<file path="config.mk">
export PLATFORM = sky130hd
export DESIGN_NAME = graph_degree_histogram
export DESIGN_NICKNAME = d
export VERILOG_FILES = /design/src/hw/rtl/gdh_pkg.sv /design/src/hw/rtl/graph_degree_histogram.sv /design/src/hw/rtl/gdh_ram.sv /design/src/hw/rtl/gdh_queue.sv /design/src/hw/rtl/gdh_front.sv /design/src/hw/rtl/gdh_back.sv
export SDC_FILE = /design/constraint.sdc
export NUM_CORES = 2
export LEC_CHECK = 0
export BUFFER_PORTS_ARGS = -buffer_cell sky130_fd_sc_hd__buf_2
export CAP_MARGIN = 40
export CORE_MARGIN = 3
export CORE_UTILIZATION = 59
export CTS_BUF_LIST = sky130_fd_sc_hd__clkbuf_8
export DETAILED_ROUTE_END_ITERATION = 7
export HOLD_SLACK_MARGIN = 0.06
export PLACE_DENSITY = 0.78
export SLEW_MARGIN = 20
export SYNTH_ARGS = -nofsm -noshare
export SYNTH_HDL_FRONTEND = slang
export SYNTH_SLANG_ARGS = --single-unit
</file>
<file path="constraint.sdc">
create_clock -name clock -period 5.67 [get_ports clock]
set_clock_uncertainty 0.1 [all_clocks]
set_input_delay 0.2835 -clock clock [delete_from_list [all_inputs] [get_ports clock]]
set_output_delay 0.2835 -clock clock [all_outputs]
set_load 0.005 [all_outputs]
</file>
<file path="src/hw/rtl/gdh_pkg.sv">
// gdh_pkg: shared widths, codes and types of the degree histogram block
// no dependencies; imported by the front, back and top level
package gdh_pkg;

   localparam int VTX_W = 7;   // one-based vertex id on the request
   localparam int CFG_W = 7;   // vertex count register
   localparam int DEG_W = 6;   // per-vertex degree counter
   localparam int CNT_W = 7;   // histogram bin count
   localparam int BIN_W = 6;   // degree field of a response

   localparam logic [DEG_W-1:0] DEG_SAT = 6'd63;

   localparam logic KIND_EDGE   = 1'b0;
   localparam logic KIND_FINISH = 1'b1;

   typedef struct packed {
      logic [CFG_W-1:0] vertex_count;   // already clamped to 1..MAX_VERTICES
   } cfg_type;

   typedef struct packed {
      logic [BIN_W-1:0] degree;
      logic [CNT_W-1:0] out_count;
      logic [CNT_W-1:0] in_count;
      logic             last;
   } rsp_type;

endpackage

</file>
<file path="src/hw/rtl/graph_degree_histogram.sv">
// graph_degree_histogram: out- and in-degree distribution of a directed edge stream
// edge request: one per cycle sustained while the back is idle, no response; degree RAM
//   update is a two-stage read-modify-write with forwarding of the previous write
// finish request: walks all MAX_VERTICES entries of the degree RAMs, lets the histogram
//   updates drain, then n responses at up to one per cycle as the response queue has room
// reset: synchronous; a clearing pass over MAX_VERTICES entries zeroes all RAMs, req_full high
// depends on gdh_pkg, gdh_front, gdh_queue and gdh_back
module graph_degree_histogram #(
   parameter int MAX_VERTICES = 64
) (
   input  logic                          clock,
   input  logic                          reset,
   input  logic                          req_push,
   output logic                          req_full,
   input  logic                          req_kind,
   input  logic [gdh_pkg::VTX_W-1:0]     req_source_vertex,
   input  logic [gdh_pkg::VTX_W-1:0]     req_target_vertex,
   output logic                          rsp_empty,
   input  logic                          rsp_pop,
   output logic [gdh_pkg::BIN_W-1:0]     rsp_degree,
   output logic [gdh_pkg::CNT_W-1:0]     rsp_out_count,
   output logic [gdh_pkg::CNT_W-1:0]     rsp_in_count,
   output logic                          rsp_last,
   input  logic                          csr_valid,
   output logic                          csr_ready,
   input  logic [gdh_pkg::CFG_W-1:0]     csr_data
);

   import gdh_pkg::*;

   localparam int CMD_W     = 2 * $clog2(MAX_VERTICES) + 1;
   localparam int CMD_DEPTH = 4;

   cfg_type          cfg;
   logic             cmd_push, cmd_full, cmd_pop, cmd_empty;
   logic [CMD_W-1:0] cmd_entry, cmd_head;
   logic             clearing;
   rsp_type          rsp;

   gdh_front #(.MAX_VERTICES(MAX_VERTICES)) u_front (
      .clock             (clock),
      .reset             (reset),
      .csr_valid         (csr_valid),
      .csr_ready         (csr_ready),
      .csr_data          (csr_data),
      .req_push          (req_push),
      .req_full          (req_full),
      .req_kind          (req_kind),
      .req_source_vertex (req_source_vertex),
      .req_target_vertex (req_target_vertex),
      .cmd_full          (cmd_full),
      .clearing          (clearing),
      .cmd_push          (cmd_push),
      .cmd_entry         (cmd_entry),
      .cfg               (cfg)
   );

   gdh_queue #(.WIDTH(CMD_W), .DEPTH(CMD_DEPTH)) u_cmd_queue (
      .clock   (clock),
      .reset   (reset),
      .push    (cmd_push),
      .data_in (cmd_entry),
      .full    (cmd_full),
      .pop     (cmd_pop),
      .empty   (cmd_empty),
      .head    (cmd_head)
   );

   gdh_back #(.MAX_VERTICES(MAX_VERTICES), .OUT_DEPTH(4)) u_back (
      .clock     (clock),
      .reset     (reset),
      .cfg       (cfg),
      .cmd_empty (cmd_empty),
      .cmd_head  (cmd_head),
      .cmd_pop   (cmd_pop),
      .clearing  (clearing),
      .rsp_empty (rsp_empty),
      .rsp_pop   (rsp_pop),
      .rsp       (rsp)
   );

   assign rsp_degree    = rsp.degree;
   assign rsp_out_count = rsp.out_count;
   assign rsp_in_count  = rsp.in_count;
   assign rsp_last      = rsp.last;

endmodule

</file>
<file path="src/hw/rtl/gdh_ram.sv">
// gdh_ram: generic single write port, single read port RAM with registered read
// no dependencies; a read at the written address returns the old data
module gdh_ram #(
   parameter int WIDTH = 8,
   parameter int DEPTH = 64
) (
   input  logic                     clock,
   input  logic                     we,
   input  logic [$clog2(DEPTH)-1:0] waddr,
   input  logic [WIDTH-1:0]         wdata,
   input  logic [$clog2(DEPTH)-1:0] raddr,
   output logic [WIDTH-1:0]         rdata
);

   logic [WIDTH-1:0] mem_ff [DEPTH];
   logic [WIDTH-1:0] rdata_ff;

   always_ff @(posedge clock) begin
      if (we) begin
         mem_ff[waddr] <= wdata;
      end
      rdata_ff <= mem_ff[raddr];
   end

   assign rdata = rdata_ff;

endmodule

</file>
<file path="src/hw/rtl/gdh_queue.sv">
// gdh_queue: small register FIFO with full and empty flags
// no dependencies; used for the request queue and the response queue
module gdh_queue #(
   parameter int WIDTH = 8,
   parameter int DEPTH = 4
) (
   input  logic             clock,
   input  logic             reset,
   input  logic             push,
   input  logic [WIDTH-1:0] data_in,
   output logic             full,
   input  logic             pop,
   output logic             empty,
   output logic [WIDTH-1:0] head
);

   localparam int PTR_W = $clog2(DEPTH);
   localparam int LVL_W = $clog2(DEPTH + 1);

   logic [WIDTH-1:0] mem_ff [DEPTH];
   logic [PTR_W-1:0] wr_ptr_ff, wr_ptr_in;
   logic [PTR_W-1:0] rd_ptr_ff, rd_ptr_in;
   logic [LVL_W-1:0] count_ff, count_in;
   logic             push_acc, pop_acc;

   function automatic logic [PTR_W-1:0] next_ptr(input logic [PTR_W-1:0] p);
      return (p == PTR_W'(DEPTH - 1)) ? '0 : p + PTR_W'(1);
   endfunction

   assign full     = (count_ff == LVL_W'(DEPTH));
   assign empty    = (count_ff == '0);
   assign push_acc = push && !full;
   assign pop_acc  = pop && !empty;
   assign head     = mem_ff[rd_ptr_ff];

   always_comb begin
      wr_ptr_in = push_acc ? next_ptr(wr_ptr_ff) : wr_ptr_ff;
      rd_ptr_in = pop_acc ? next_ptr(rd_ptr_ff) : rd_ptr_ff;
      case ({push_acc, pop_acc})
         2'b10:   count_in = count_ff + LVL_W'(1);
         2'b01:   count_in = count_ff - LVL_W'(1);
         default: count_in = count_ff;
      endcase
   end

   always_ff @(posedge clock) begin
      if (reset) begin
         wr_ptr_ff <= '0;
         rd_ptr_ff <= '0;
         count_ff  <= '0;
      end else begin
         wr_ptr_ff <= wr_ptr_in;
         rd_ptr_ff <= rd_ptr_in;
         count_ff  <= count_in;
      end
   end

   always_ff @(posedge clock) begin
      if (push_acc) begin
         mem_ff[wr_ptr_ff] <= data_in;
      end
   end

endmodule

</file>
<file path="src/hw/rtl/gdh_front.sv">
// gdh_front: vertex count register, request accept and edge classification
// depends on gdh_pkg; feeds the request queue with finish items and valid edges
module gdh_front #(
   parameter int MAX_VERTICES = 64
) (
   input  logic                                 clock,
   input  logic                                 reset,
   input  logic                                 csr_valid,
   output logic                                 csr_ready,
   input  logic [gdh_pkg::CFG_W-1:0]            csr_data,
   input  logic                                 req_push,
   output logic                                 req_full,
   input  logic                                 req_kind,
   input  logic [gdh_pkg::VTX_W-1:0]            req_source_vertex,
   input  logic [gdh_pkg::VTX_W-1:0]            req_target_vertex,
   input  logic                                 cmd_full,
   input  logic                                 clearing,
   output logic                                 cmd_push,
   output logic [2*$clog2(MAX_VERTICES):0]      cmd_entry,
   output gdh_pkg::cfg_type                     cfg
);

   import gdh_pkg::*;

   localparam int IDX_W = $clog2(MAX_VERTICES);
   localparam logic [CFG_W-1:0] MAX_COUNT = CFG_W'(MAX_VERTICES);

   logic [CFG_W-1:0] count_ff, count_in;
   logic             accept;
   logic             edge_ok;
   logic [VTX_W-1:0] src_m1, dst_m1;

   // store the clamped count so every user sees 1..MAX_VERTICES
   always_comb begin
      count_in = count_ff;
      if (csr_valid) begin
         if (csr_data == '0) begin
            count_in = CFG_W'(1);
         end else if (csr_data > MAX_COUNT) begin
            count_in = MAX_COUNT;
         end else begin
            count_in = csr_data;
         end
      end
   end

   always_ff @(posedge clock) begin
      if (reset) begin
         count_ff <= MAX_COUNT;
      end else begin
         count_ff <= count_in;
      end
   end

   assign csr_ready        = 1'b1;
   assign cfg.vertex_count = count_ff;

   assign req_full = cmd_full || clearing;
   assign accept   = req_push && !req_full;

   assign edge_ok = (req_source_vertex != '0) && (CFG_W'(req_source_vertex) <= count_ff) &&
                    (req_target_vertex != '0) && (CFG_W'(req_target_vertex) <= count_ff);

   // an edge with an id out of range is dropped here and never reaches the back
   assign cmd_push = accept && ((req_kind == KIND_FINISH) || edge_ok);

   assign src_m1    = req_source_vertex - VTX_W'(1);
   assign dst_m1    = req_target_vertex - VTX_W'(1);
   assign cmd_entry = {req_kind, src_m1[IDX_W-1:0], dst_m1[IDX_W-1:0]};

endmodule

</file>
<file path="src/hw/rtl/gdh_back.sv">
// gdh_back: degree RAMs, histogram RAMs, finish sequencer and response queue
// depends on gdh_pkg, gdh_ram and gdh_queue; drains the request queue
module gdh_back #(
   parameter int MAX_VERTICES = 64,
   parameter int OUT_DEPTH    = 4
) (
   input  logic                             clock,
   input  logic                             reset,
   input  gdh_pkg::cfg_type                 cfg,
   input  logic                             cmd_empty,
   input  logic [2*$clog2(MAX_VERTICES):0]  cmd_head,
   output logic                             cmd_pop,
   output logic                             clearing,
   output logic                             rsp_empty,
   input  logic                             rsp_pop,
   output gdh_pkg::rsp_type                 rsp
);

   import gdh_pkg::*;

   localparam int IDX_W = $clog2(MAX_VERTICES);
   localparam int LVL_W = $clog2(OUT_DEPTH + 1);
   localparam int RSP_W = $bits(rsp_type);
   localparam logic [IDX_W-1:0] LAST_IDX = IDX_W'(MAX_VERTICES - 1);

   typedef enum logic [4:0] {
      ST_CLEAR = 5'b00001,
      ST_IDLE  = 5'b00010,
      ST_WALK  = 5'b00100,
      ST_WAIT  = 5'b01000,
      ST_EMIT  = 5'b10000
   } state_type;

   state_type        state_ff, state_in;
   logic [IDX_W-1:0] idx_ff, idx_in;
   logic             wait_ff, wait_in;

   logic             head_kind;
   logic [IDX_W-1:0] head_src, head_dst;
   logic             edge_pop, fin_pop;
   logic [CFG_W-1:0] n_last_full;
   logic [IDX_W-1:0] n_last;

   // edge pipeline: read stage then update stage
   logic             b_valid_ff;
   logic [IDX_W-1:0] b_src_ff, b_dst_ff;

   logic             od_we, id_we;
   logic [IDX_W-1:0] od_waddr, id_waddr, od_raddr, id_raddr;
   logic [DEG_W-1:0] od_wdata, id_wdata, od_rdata, id_rdata, od_cur, id_cur;
   logic             odl_valid_ff, idl_valid_ff;
   logic [IDX_W-1:0] odl_addr_ff, idl_addr_ff;
   logic [DEG_W-1:0] odl_data_ff, idl_data_ff;

   // walk pipeline: degree read, bin and histogram read, histogram update
   logic             d_valid_ff, d_count_ff;
   logic [IDX_W-1:0] o_bin, i_bin;
   logic             h_valid_ff;
   logic [IDX_W-1:0] h_obin_ff, h_ibin_ff;

   logic             oh_we, ih_we;
   logic [IDX_W-1:0] oh_waddr, ih_waddr, oh_raddr, ih_raddr;
   logic [CNT_W-1:0] oh_wdata, ih_wdata, oh_rdata, ih_rdata, oh_cur, ih_cur;
   logic             ohl_valid_ff, ihl_valid_ff;
   logic [IDX_W-1:0] ohl_addr_ff, ihl_addr_ff;
   logic [CNT_W-1:0] ohl_data_ff, ihl_data_ff;

   // emission
   logic             emit_issue;
   logic             e_valid_ff;
   logic [IDX_W-1:0] e_idx_ff;
   logic             e_last_ff;
   logic [LVL_W-1:0] level_ff, level_in;
   logic             rsp_acc;
   logic             out_full;
   rsp_type          out_data;
   logic [RSP_W-1:0] out_head;

   function automatic logic [IDX_W-1:0] bin_of(input logic [DEG_W-1:0] deg,
                                                input logic [CFG_W-1:0] lim);
      logic [CFG_W-1:0] d;
      logic [CFG_W-1:0] b;
      d = CFG_W'(deg);
      b = (d > lim) ? lim : d;
      return b[IDX_W-1:0];
   endfunction

   assign head_kind = cmd_head[2*IDX_W];
   assign head_src  = cmd_head[2*IDX_W-1:IDX_W];
   assign head_dst  = cmd_head[IDX_W-1:0];

   assign n_last_full = cfg.vertex_count - CFG_W'(1);
   assign n_last      = n_last_full[IDX_W-1:0];

   assign clearing = (state_ff == ST_CLEAR);
   assign cmd_pop  = (state_ff == ST_IDLE) && !cmd_empty;
   assign edge_pop = cmd_pop && (head_kind == KIND_EDGE);
   assign fin_pop  = cmd_pop && (head_kind == KIND_FINISH);

   assign rsp_acc    = rsp_pop && !rsp_empty;
   assign emit_issue = (state_ff == ST_EMIT) && (level_ff < LVL_W'(OUT_DEPTH));

   // ---------------- sequencer ----------------
   always_comb begin
      state_in = state_ff;
      idx_in   = idx_ff;
      wait_in  = wait_ff;
      case (state_ff)
         ST_CLEAR: begin
            idx_in = idx_ff + IDX_W'(1);
            if (idx_ff == LAST_IDX) begin
               state_in = ST_IDLE;
               idx_in   = '0;
            end
         end
         ST_IDLE: begin
            if (fin_pop) begin
               state_in = ST_WALK;
               idx_in   = '0;
            end
         end
         ST_WALK: begin
            idx_in = idx_ff + IDX_W'(1);
            if (idx_ff == LAST_IDX) begin
               state_in = ST_WAIT;
               idx_in   = '0;
               wait_in  = 1'b0;
            end
         end
         ST_WAIT: begin
            // let the last two histogram updates land before reading bins
            wait_in = 1'b1;
            if (wait_ff) begin
               state_in = ST_EMIT;
               idx_in   = '0;
            end
         end
         ST_EMIT: begin
            if (emit_issue) begin
               if (idx_ff == n_last) begin
                  state_in = ST_IDLE;
                  idx_in   = '0;
               end else begin
                  idx_in = idx_ff + IDX_W'(1);
               end
            end
         end
         default: begin
            state_in = ST_CLEAR;
            idx_in   = '0;
         end
      endcase
   end

   always_ff @(posedge clock) begin
      if (reset) begin
         state_ff <= ST_CLEAR;
         idx_ff   <= '0;
         wait_ff  <= 1'b0;
      end else begin
         state_ff <= state_in;
         idx_ff   <= idx_in;
         wait_ff  <= wait_in;
      end
   end

   // ---------------- degree RAMs ----------------
   assign od_raddr = (state_ff == ST_WALK) ? idx_ff : head_src;
   assign id_raddr = (state_ff == ST_WALK) ? idx_ff : head_dst;

   // forward the write of the previous cycle, the RAM returns old data for it
   assign od_cur = (odl_valid_ff && (odl_addr_ff == b_src_ff)) ? odl_data_ff : od_rdata;
   assign id_cur = (idl_valid_ff && (idl_addr_ff == b_dst_ff)) ? idl_data_ff : id_rdata;

   always_comb begin
      od_we    = 1'b0;
      od_waddr = b_src_ff;
      od_wdata = (od_cur == DEG_SAT) ? od_cur : od_cur + DEG_W'(1);
      id_we    = 1'b0;
      id_waddr = b_dst_ff;
      id_wdata = (id_cur == DEG_SAT) ? id_cur : id_cur + DEG_W'(1);
      if ((state_ff == ST_CLEAR) || (state_ff == ST_WALK)) begin
         od_we    = 1'b1;
         od_waddr = idx_ff;
         od_wdata = '0;
         id_we    = 1'b1;
         id_waddr = idx_ff;
         id_wdata = '0;
      end else if (b_valid_ff) begin
         od_we = 1'b1;
         id_we = 1'b1;
      end
   end

   gdh_ram #(.WIDTH(DEG_W), .DEPTH(MAX_VERTICES)) u_out_deg_ram (
      .clock (clock),
      .we    (od_we),
      .waddr (od_waddr),
      .wdata (od_wdata),
      .raddr (od_raddr),
      .rdata (od_rdata)
   );

   gdh_ram #(.WIDTH(DEG_W), .DEPTH(MAX_VERTICES)) u_in_deg_ram (
      .clock (clock),
      .we    (id_we),
      .waddr (id_waddr),
      .wdata (id_wdata),
      .raddr (id_raddr),
      .rdata (id_rdata)
   );

   // ---------------- histogram RAMs ----------------
   assign o_bin = bin_of(od_rdata, n_last_full);
   assign i_bin = bin_of(id_rdata, n_last_full);

   assign oh_raddr = (state_ff == ST_EMIT) ? idx_ff : o_bin;
   assign ih_raddr = (state_ff == ST_EMIT) ? idx_ff : i_bin;

   assign oh_cur = (ohl_valid_ff && (ohl_addr_ff == h_obin_ff)) ? ohl_data_ff : oh_rdata;
   assign ih_cur = (ihl_valid_ff && (ihl_addr_ff == h_ibin_ff)) ? ihl_data_ff : ih_rdata;

   always_comb begin
      oh_we    = 1'b0;
      oh_waddr = h_obin_ff;
      oh_wdata = oh_cur + CNT_W'(1);
      ih_we    = 1'b0;
      ih_waddr = h_ibin_ff;
      ih_wdata = ih_cur + CNT_W'(1);
      if ((state_ff == ST_CLEAR) || emit_issue) begin
         // a bin is cleared in the cycle it is read out
         oh_we    = 1'b1;
         oh_waddr = idx_ff;
         oh_wdata = '0;
         ih_we    = 1'b1;
         ih_waddr = idx_ff;
         ih_wdata = '0;
      end else if (h_valid_ff) begin
         oh_we = 1'b1;
         ih_we = 1'b1;
      end
   end

   gdh_ram #(.WIDTH(CNT_W), .DEPTH(MAX_VERTICES)) u_out_hist_ram (
      .clock (clock),
      .we    (oh_we),
      .waddr (oh_waddr),
      .wdata (oh_wdata),
      .raddr (oh_raddr),
      .rdata (oh_rdata)
   );

   gdh_ram #(.WIDTH(CNT_W), .DEPTH(MAX_VERTICES)) u_in_hist_ram (
      .clock (clock),
      .we    (ih_we),
      .waddr (ih_waddr),
      .wdata (ih_wdata),
      .raddr (ih_raddr),
      .rdata (ih_rdata)
   );

   // ---------------- pipeline registers ----------------
   always_ff @(posedge clock) begin
      if (reset) begin
         b_valid_ff   <= 1'b0;
         odl_valid_ff <= 1'b0;
         idl_valid_ff <= 1'b0;
         d_valid_ff   <= 1'b0;
         h_valid_ff   <= 1'b0;
         ohl_valid_ff <= 1'b0;
         ihl_valid_ff <= 1'b0;
         e_valid_ff   <= 1'b0;
      end else begin
         b_valid_ff   <= edge_pop;
         odl_valid_ff <= od_we;
         idl_valid_ff <= id_we;
         d_valid_ff   <= (state_ff == ST_WALK);
         h_valid_ff   <= d_valid_ff && d_count_ff;
         ohl_valid_ff <= oh_we;
         ihl_valid_ff <= ih_we;
         e_valid_ff   <= emit_issue;
      end
   end

   always_ff @(posedge clock) begin
      b_src_ff    <= head_src;
      b_dst_ff    <= head_dst;
      odl_addr_ff <= od_waddr;
      odl_data_ff <= od_wdata;
      idl_addr_ff <= id_waddr;
      idl_data_ff <= id_wdata;
      // vertices at or beyond the count are cleared but not binned
      d_count_ff  <= (CFG_W'(idx_ff) < cfg.vertex_count);
      h_obin_ff   <= o_bin;
      h_ibin_ff   <= i_bin;
      ohl_addr_ff <= oh_waddr;
      ohl_data_ff <= oh_wdata;
      ihl_addr_ff <= ih_waddr;
      ihl_data_ff <= ih_wdata;
      e_idx_ff    <= idx_ff;
      e_last_ff   <= (idx_ff == n_last);
   end

   // ---------------- response queue ----------------
   // slots are reserved when a bin read issues, so the queue never overflows
   always_comb begin
      case ({emit_issue, rsp_acc})
         2'b10:   level_in = level_ff + LVL_W'(1);
         2'b01:   level_in = level_ff - LVL_W'(1);
         default: level_in = level_ff;
      endcase
   end

   always_ff @(posedge clock) begin
      if (reset) begin
         level_ff <= '0;
      end else begin
         level_ff <= level_in;
      end
   end

   assign out_data.degree    = BIN_W'(e_idx_ff);
   assign out_data.out_count = oh_rdata;
   assign out_data.in_count  = ih_rdata;
   assign out_data.last      = e_last_ff;

   gdh_queue #(.WIDTH(RSP_W), .DEPTH(OUT_DEPTH)) u_rsp_queue (
      .clock   (clock),
      .reset   (reset),
      .push    (e_valid_ff),
      .data_in (out_data),
      .full    (out_full),
      .pop     (rsp_pop),
      .empty   (rsp_empty),
      .head    (out_head)
   );

   assign rsp = rsp_type'(out_head);

   // ---------------- assertions ----------------
   a_walk_no_edge_write: assert property (@(posedge clock) disable iff (reset)
      (state_ff == ST_WALK) |-> !b_valid_ff)
      else $error("edge update overlaps the degree walk");

   a_rsp_no_overflow: assert property (@(posedge clock) disable iff (reset)
      e_valid_ff |-> !out_full)
      else $error("response pushed into a full queue");

   a_hist_update_window: assert property (@(posedge clock) disable iff (reset)
      h_valid_ff |-> ((state_ff == ST_WALK) || (state_ff == ST_WAIT)))
      else $error("histogram update outside the walk");

   a_finish_starts_walk: assert property (@(posedge clock) disable iff (reset)
      fin_pop |=> ((state_ff == ST_WALK) && (idx_ff == '0)))
      else $error("finish request did not start the walk at vertex zero");

endmodule
</file>
; ---- After elaboration in Yosys (flattened, before gate mapping)
; Memories as Yosys holds them, arrays and structs flattened. A register that Yosys moved wholly into a read port is not among the register bits.
; Index checks and enable logic that the tools add are counted.
[word_totals]
output_inout_bits = 24
in_bits = 27
mem_count = 6
word_cells = 195
ramBits = 1800
reg_bits = 124
[classes]
addsub = 18
n_lt_le_gt_ge = 7
n_reduce_logical = 40
bitwise_logic = 1
muxes = 60
eq_ne = 31
[memory_table]
columns = memory, depth, word_bits, rd, rd_clocked_by_memory_dff, wr, line_no
row1 = u_back.u_in_hist_ram.mem_ff, 64, 7, 1, 1, 1, gdh_ram.sv:15  ; logic [WIDTH-1:0] mem_ff [DEPTH];
row2 = u_back.u_out_hist_ram.mem_ff, 64, 7, 1, 1, 1, gdh_ram.sv:15
row3 = u_back.u_in_deg_ram.mem_ff, 64, 6, 1, 1, 1, gdh_ram.sv:15
row4 = u_back.u_out_deg_ram.mem_ff, 64, 6, 1, 1, 1, gdh_ram.sv:15
row5 = u_back.u_rsp_queue.mem_ff, 4, 21, 1, 1, 1, gdh_queue.sv:20  ; logic [WIDTH-1:0] mem_ff [DEPTH];
row6 = u_cmd_queue.mem_ff, 4, 13, 1, 1, 1, gdh_queue.sv:20
[ops]
columns = cell, count
row1 = $mux W6, 21
row2 = $mux W7, 6
row3 = $eq A6 B6 Y1, 5
row4 = $mux W5, 6
row5 = $pmux W5 S5, 1
row6 = $pmux W6 S4, 1
row7 = $add A6 B1 Y6 const B, 3
row8 = $eq A6 B6 Y1 const B, 3
row9 = $logic_and A1 B1 Y1, 18
row10 = $pmux W3 S2, 3
row11 = $mux W2, 8
row12 = $add A7 B1 Y7 const B, 2
row13 = $eq A2 B2 Y1 const B, 7
row14 = $gt A6 B7 Y1, 2
row15 = $le A7 B7 Y1, 2
row16 = $reduce_bool A7 Y1, 2
row17 = $mux W1, 13
row18 = $sub A6 B1 Y6 const B, 2
row19 = $ne A2 B1 Y1 const B, 5
row20 = $add A3 B1 Y3 const B, 3
row21 = $sub A3 B1 Y3 const B, 3
row22 = $add A2 B1 Y2 const B, 4
row23 = $reduce_bool A2 Y1, 4
row24 = $gt A7 B7 Y1 const B, 1
row25 = 21 further kinds, 32

; ---- Depth between registers and ports, before layout
[depth]
word_depth = 9
depth_mapped = 21
mapped_depth_nobuf = 18

; ---- Modules after synthesis
; Synthesis repeated with hierarchy kept, for this count alone.
[unflattened]
hier_cells = 4087
area_unflattened_um2 = 77658.2
[modules_own_cells]
columns = mod, area_each_um2, seq_area_each_um2, n_inst, cells_per_inst
row1 = gdh_ram at u_back.u_in_hist_ram ..., 17635.7, 13593.0, 2, 827
row2 = gdh_ram at u_back.u_in_deg_ram ..., 15225.9, 11651.2, 2, 720
row3 = gdh_back, 5216.3, 2062.0, 1, 599
row4 = gdh_queue at u_back.u_rsp_queue, 3510.9, 2702.6, 1, 163
row5 = gdh_queue at u_cmd_queue, 2363.5, 1741.7, 1, 121
row6 = gdh_front, 844.6, 140.1, 1, 110

; ---- Worst setup path before layout
; No wires, ideal clock.
[synth_timing]
kind = reg-to-reg
from = reg u_back.b_src_ff[2]
to = mem u_back.u_out_deg_ram.mem_ff[0][5] in the netlist's numbering, data pin
path_stages_with_launch = 7
required_ps = 4883
path_slack_ps = 144
arrival_time_ps = 4739
setup_ps = 687
synth_period_minus_slack_ps = 5526
n_path_buf = 0
path_cell_list = dfxtp_1 > xor2_1 > nor4_1 > mux2_2 > and3_1 > and4_1 > nor3_1
[synth_via]
elab_chain_len = 6
word_cells_on_any_way = 7
cone_classes = 1 x add/sub / 2 x eq/ne / 3 x mux / 1 x reduce/logical
[synth_lines]
columns = element, line_no
row1 = start: declaration, gdh_back.sv:46  ; logic [IDX_W-1:0] b_src_ff, b_dst_ff;
row2 = start signal: assignment, gdh_back.sv:286  ; b_src_ff <= head_src;
row3 = $eq A6 B6 Y1 (*), gdh_back.sv:172  ; assign od_cur = (odl_valid_ff && (odl_addr_ff == b_src_ff)) ? odl_data_ff : od_rdata;
row4 = $logic_and A1 B1 Y1 (*), gdh_back.sv:172
row5 = $mux W6 (*), gdh_back.sv:172
row6 = $add A6 B1 Y6 / $eq A6 B6 Y1 (equally long branches), gdh_back.sv:178  ; od_wdata = (od_cur == DEG_SAT) ? od_cur : od_cur + DEG_W'(1);
row7 = $mux W6 (*), gdh_back.sv:178
row8 = $mux W6 (*), gdh_back.sv:182  ; if ((state_ff == ST_CLEAR) || (state_ff == ST_WALK)) begin
row9 = named net u_back.od_wdata[5], gdh_back.sv:50  ; logic [DEG_W-1:0] od_wdata, id_wdata, od_rdata, id_rdata, od_cur, id_cur;
row10 = end: declaration, gdh_ram.sv:15
; Mark *: on every way through the listed nets, which the timed path passes. The rest lies on a longest branch.

; ---- Worst setup path in the final report
[layout_timing]
from = reg u_front.count_ff[1] (netlist: u_front.cfg[1])
to = reg u_back.u_out_hist_ram.rdata_ff[4] (netlist: u_back.u_out_hist_ram.rdata[4]), read port of u_back.u_out_hist_ram.mem_ff
[layout_via]
elab_chain_len = 4
[layout_lines]
columns = element, line_no
row1 = start: declaration, gdh_front.sv:28  ; logic [CFG_W-1:0] count_ff, count_in;
row2 = start signal: assignment, gdh_front.sv:51  ; count_ff <= count_in;
row3 = $sub A7 B1 Y7 (*), gdh_back.sv:92  ; assign n_last_full = cfg.vertex_count - CFG_W'(1);
row4 = $gt A6 B7 Y1, gdh_back.sv:84  ; b = (d > lim) ? lim : d;
row5 = $mux W6 (*), gdh_back.sv:84
row6 = $mux W6 (*), gdh_back.sv:217  ; assign oh_raddr = (state_ff == ST_EMIT) ? idx_ff : o_bin;
row7 = end: declaration, gdh_ram.sv:16  ; logic [WIDTH-1:0] rdata_ff;
; Every way passes the cells marked *; elsewhere a longest branch is shown, timed or not.
; A chain may end at the register's enable or synchronous reset.

==> flow_summary.yaml <==
route:
  post_drt_via_cell_ratio: 6.38
  num_vias: 50900
  maxUsedRoutingLayer: "met5"
  detailroute.wirelength.met3_um: 18700
  detail_route.drc_violations: 2
  firstDrtPassIters: 8
  avgRoutedWirePerCell_um: 23.8
  met2_wl_post_dr_um: 90000
  drtAntennaViolNets: 0
  drt_first_iter_violations: 6802
  m1WireLength_um: 74200
  final_wl_um: 190000
timing:
  timing_worst_slew_pin_value_ps: 856
  post-route-min-period_ps: 5390
  final_max_slew_viol_count: 0
  setup_viol_count_final: 0
  clock.fmax_ghz: 0.185
  max_slew_margin_pct: 42.9
  finalCritPeriodShare_pct: 95.1
  worst_hold_slack_ps: 161
  grt_setup_unrepaired: "false"
  final.setup.tns_ps: 0
  postLayoutSetupSlackWorst_ps: 277
  report.final.hold_viol_count: 0
worst_setup_path:
  critical_path_class: "flop to flop"
  worst-path-buf-inv: 4
  worstSetupStartpointType: "flop"
  required_ps: 6380
  startpoint_of_the_worst_register_to_register_path: "u_front.cfg[1]"
  worst_path_max_delay_cell: "dfxtp_1"
  timing.critical_path.slowest_cell_delay_ps: 430
  critical_path.max_fanout: 41
  worstPathArrival_ps: 6100
  critPathLaunch: "u_front.cfg[1]"
  timing.critical_path.max_delay_family: "compound AO/OA/AOI/OAI gates"
  crit_path_end_kind: "flop"
  worstPathCellList: "clkinvlp_4 -> ha_1 -> xor2_1 -> inv_2 -> ha_1 -> nand3b_1 -> a32o_1 -> maj3_1 -> a211o_1 -> a21oi_2 -> nor3_2 -> buf_12 -> buf_16 -> a221oi_1 -> a211oi_1 -> a22o_1 -> a211oi_1 -> mux2i_1"
grt:
  grt_antenna_before_repair: 8
  grt_pass1_wl_um: 289000
  gr-total-overflow: 0
  globalRouteTotalUtil_pct: 26.7
  grt_pass1_vias: 49100
  maximum_number_of_pins_on_one_net_before_global_route_repair: 99
logic_synthesis:
  postSynthRegisterBits: 1954
  netlist_area_um2: 79500
  synth-seq-area-share_pct: 71.9
  post_synth_most_frequent_cells: "1800 x edfxtp_1, 965 x nand2_1, 389 x a211oi_1"
  synth.yosys.warnings: 0
  synth_top_family_by_area: "simple AND/OR/NAND/NOR gates"
  net_count_after_synthesis: 5863
  muxShareOfSynthArea_pct: 2.69
  yosysTopAreaCell: "edfxtp_1"
  synth.avg_cell_area_um2: 13.7
  complex_gate_fraction_of_the_synthesized_area_pct: 10.4
  synth_simple_gate_area_share_pct: 11.3
  syn_inst: 5785
  synth_cell_type_count: 82
  fraction_of_synthesis_flops_using_an_asynchronous_set_or_reset_pin_pct: 0
  synthTopCellsByArea: "edfxtp_1 68%, nand2_1 4.6%, dfxtp_1 3.9%"
  synth-main-ff-cell: "edfxtp_1"
  synth-xor-area-share_pct: 0.672
  synth_most_common_cell: "edfxtp_1"
  synth_top_area_share_pct: 68.0
  edff_count_synth: 1800
  yosys.area_share.adder_pct: 0.856
floorplan:
  floorplan.io_pins: 51
  die-height_um: 373
  fp.dieW_um: 373
  initial_utilization_pct: 59.5
  fp.dieArea_um2: 139000
  core.rowCount: 134
  core_region_area_um2: 134000
power:
  power_per_cell_area_nw_per_um2: 326
  p_leak_nw: 29.0
  worst_ir_drop_vdd_mv: 0.166
layout:
  layout.core_utilization_pct: 66.3
  finalNetCount: 6069
  fillers: 8818
  proportion_of_layout_cells_with_a_drive_suffix_above_1_pct: 11.8
  fin_cells: 7981
  area.growth.synth_to_final_pct: 11.4
placement:
  place_hpwl_um: 118000
  dp_cells: 7391
  portBuffers: 49
  routabilityCongestion: 0.926
  pre_cts_ws_ps: 216
run:
  cap_viol_max_count: 0
clock_tree:
  post_cts_buffers: 0
  cts.htree.levels: 5
  cts.root.buffer_cell: "clkbuf_8"
  worst_skew_pair.late_latency_ps: 970
  cts-buffers-inserted: 318
  cts_tree: "yes"
  worst_setup_hold_path_clk_slew_ps: 60
  cts-root-to-sink-buffers: 4
  clock_sinks: 1954
worst_hold_path:
  worstHoldPathType: "primary input to flop"
  worstHoldStart: "req_source_vertex[0]"
outcome:
  failed_checks: "DRC"
  status: "complete, but fails checks"
[final cells by class]
class / count / area, um^2 / share of cell area [%]
inverter: 71 / 270 / 0.305
clock inverter: 205 / 1130 / 1.27
multi-input combinational: 3400 / 21000 / 23.6
timing repair buffer: 246 / 2320 / 2.62
antenna: 4 / 10.0 / 0.0113
tap: 1768 / 2210 / 2.50
clock buffer: 333 / 4580 / 5.17
sequential: 1954 / 57100 / 64.5
[metrics by stage]
stage	power [W]	area [um^2]
2_1_floorplan	0.0174	79500
3_3_place_gp	0.0179	81900
3_5_place_dp	0.0180	82300
4_1_cts	0.0290	88500
5_1_grt	0.0299	88600
6_report	0.0289	88600
[final timing paths]
kind	endpoint	slack (ps)	cells past startpoint
worst min-delay path	u_cmd_queue.mem_ff[1][6]	160	3
worst max register to register	u_back.u_out_hist_ram.rdata[4]	280	18
worst max-delay path	u_back.u_out_hist_ram.rdata[4]	280	18
worst min register to register	u_back.wait_ff	390	2
[worst reg2reg max path, delay by kind of cell, from the launching register on]
family	cells	cell delay (ps)
AO/OA/AOI/OAI	7	2230
flip-flops	1	430
adder cells (fa/ha/maj)	3	1040
multiplexers	1	130
XOR/XNOR	1	220
buffers and inverters	4	860
AND/OR/NAND/NOR	2	230
[what timing repair did]
item | CTS | global route
gates resized for setup | 0 | 3
setup endpoints to repair | 0 | 7
hold buffers | 41 | 0
endpoints found under the hold margin | 97 | 0
[routing by layer]
metal / up-vias / global-route usage, %
met4: 4 / 10.4
met5: - / 0
met2: 2934 / 42.1
li1: 22500 / -
met1: 25000 / 37.3
met3: 526 / 5.06
[cell families (layout without fill, tap and decap cells)]
family	Yosys count	in the layout
buf+inv	431	855
fa+ha+maj	53	53
xor+xnor	61	61
simple gates	1972	1972
flops	1954	1954
mux	167	167
other cells	1	5
compound gates	1146	1146
[cells in the final DEF (no fill, tap or decap), types with 114 or more instances in the layout]
master	n
a211oi_1	389
a21oi_1	201
a311oi_1	122
a31oi_1	162
and2_1	242
and3_1	136
buf_4	114
clkbuf_8	333
dfxtp_1	154
edfxtp_1	1800
inv_1	173
nand2_1	961
nor2_1	352
[state kept, by name, indices dropped and copies added (netlist names), 7 cells and up, named ones only]
register,cells
u_back.ohl_data_ff,7
u_back.ihl_data_ff,7
u_back.u_out_hist_ram.rdata,7
u_back.u_rsp_queue.mem_ff,84
u_back.u_in_deg_ram.mem_ff,384
u_back.u_out_hist_ram.mem_ff,448
u_back.u_in_hist_ram.rdata,7
u_cmd_queue.mem_ff,52
u_back.u_out_deg_ram.mem_ff,384
u_back.u_in_hist_ram.mem_ff,448
u_front.cfg,7
[power breakdown]
part	total [W]	leakage, nW	switching (W)	internal [W]
clock	0.0111	3.31	0.00524	0.00590
sequential	0.0158	16.0	0.000135	0.0157
combinational	0.00195	9.67	0.00129	0.000664
total	0.0289	29.0	0.00666	0.0223
Note: power is estimated with default switching activity, not from simulation.
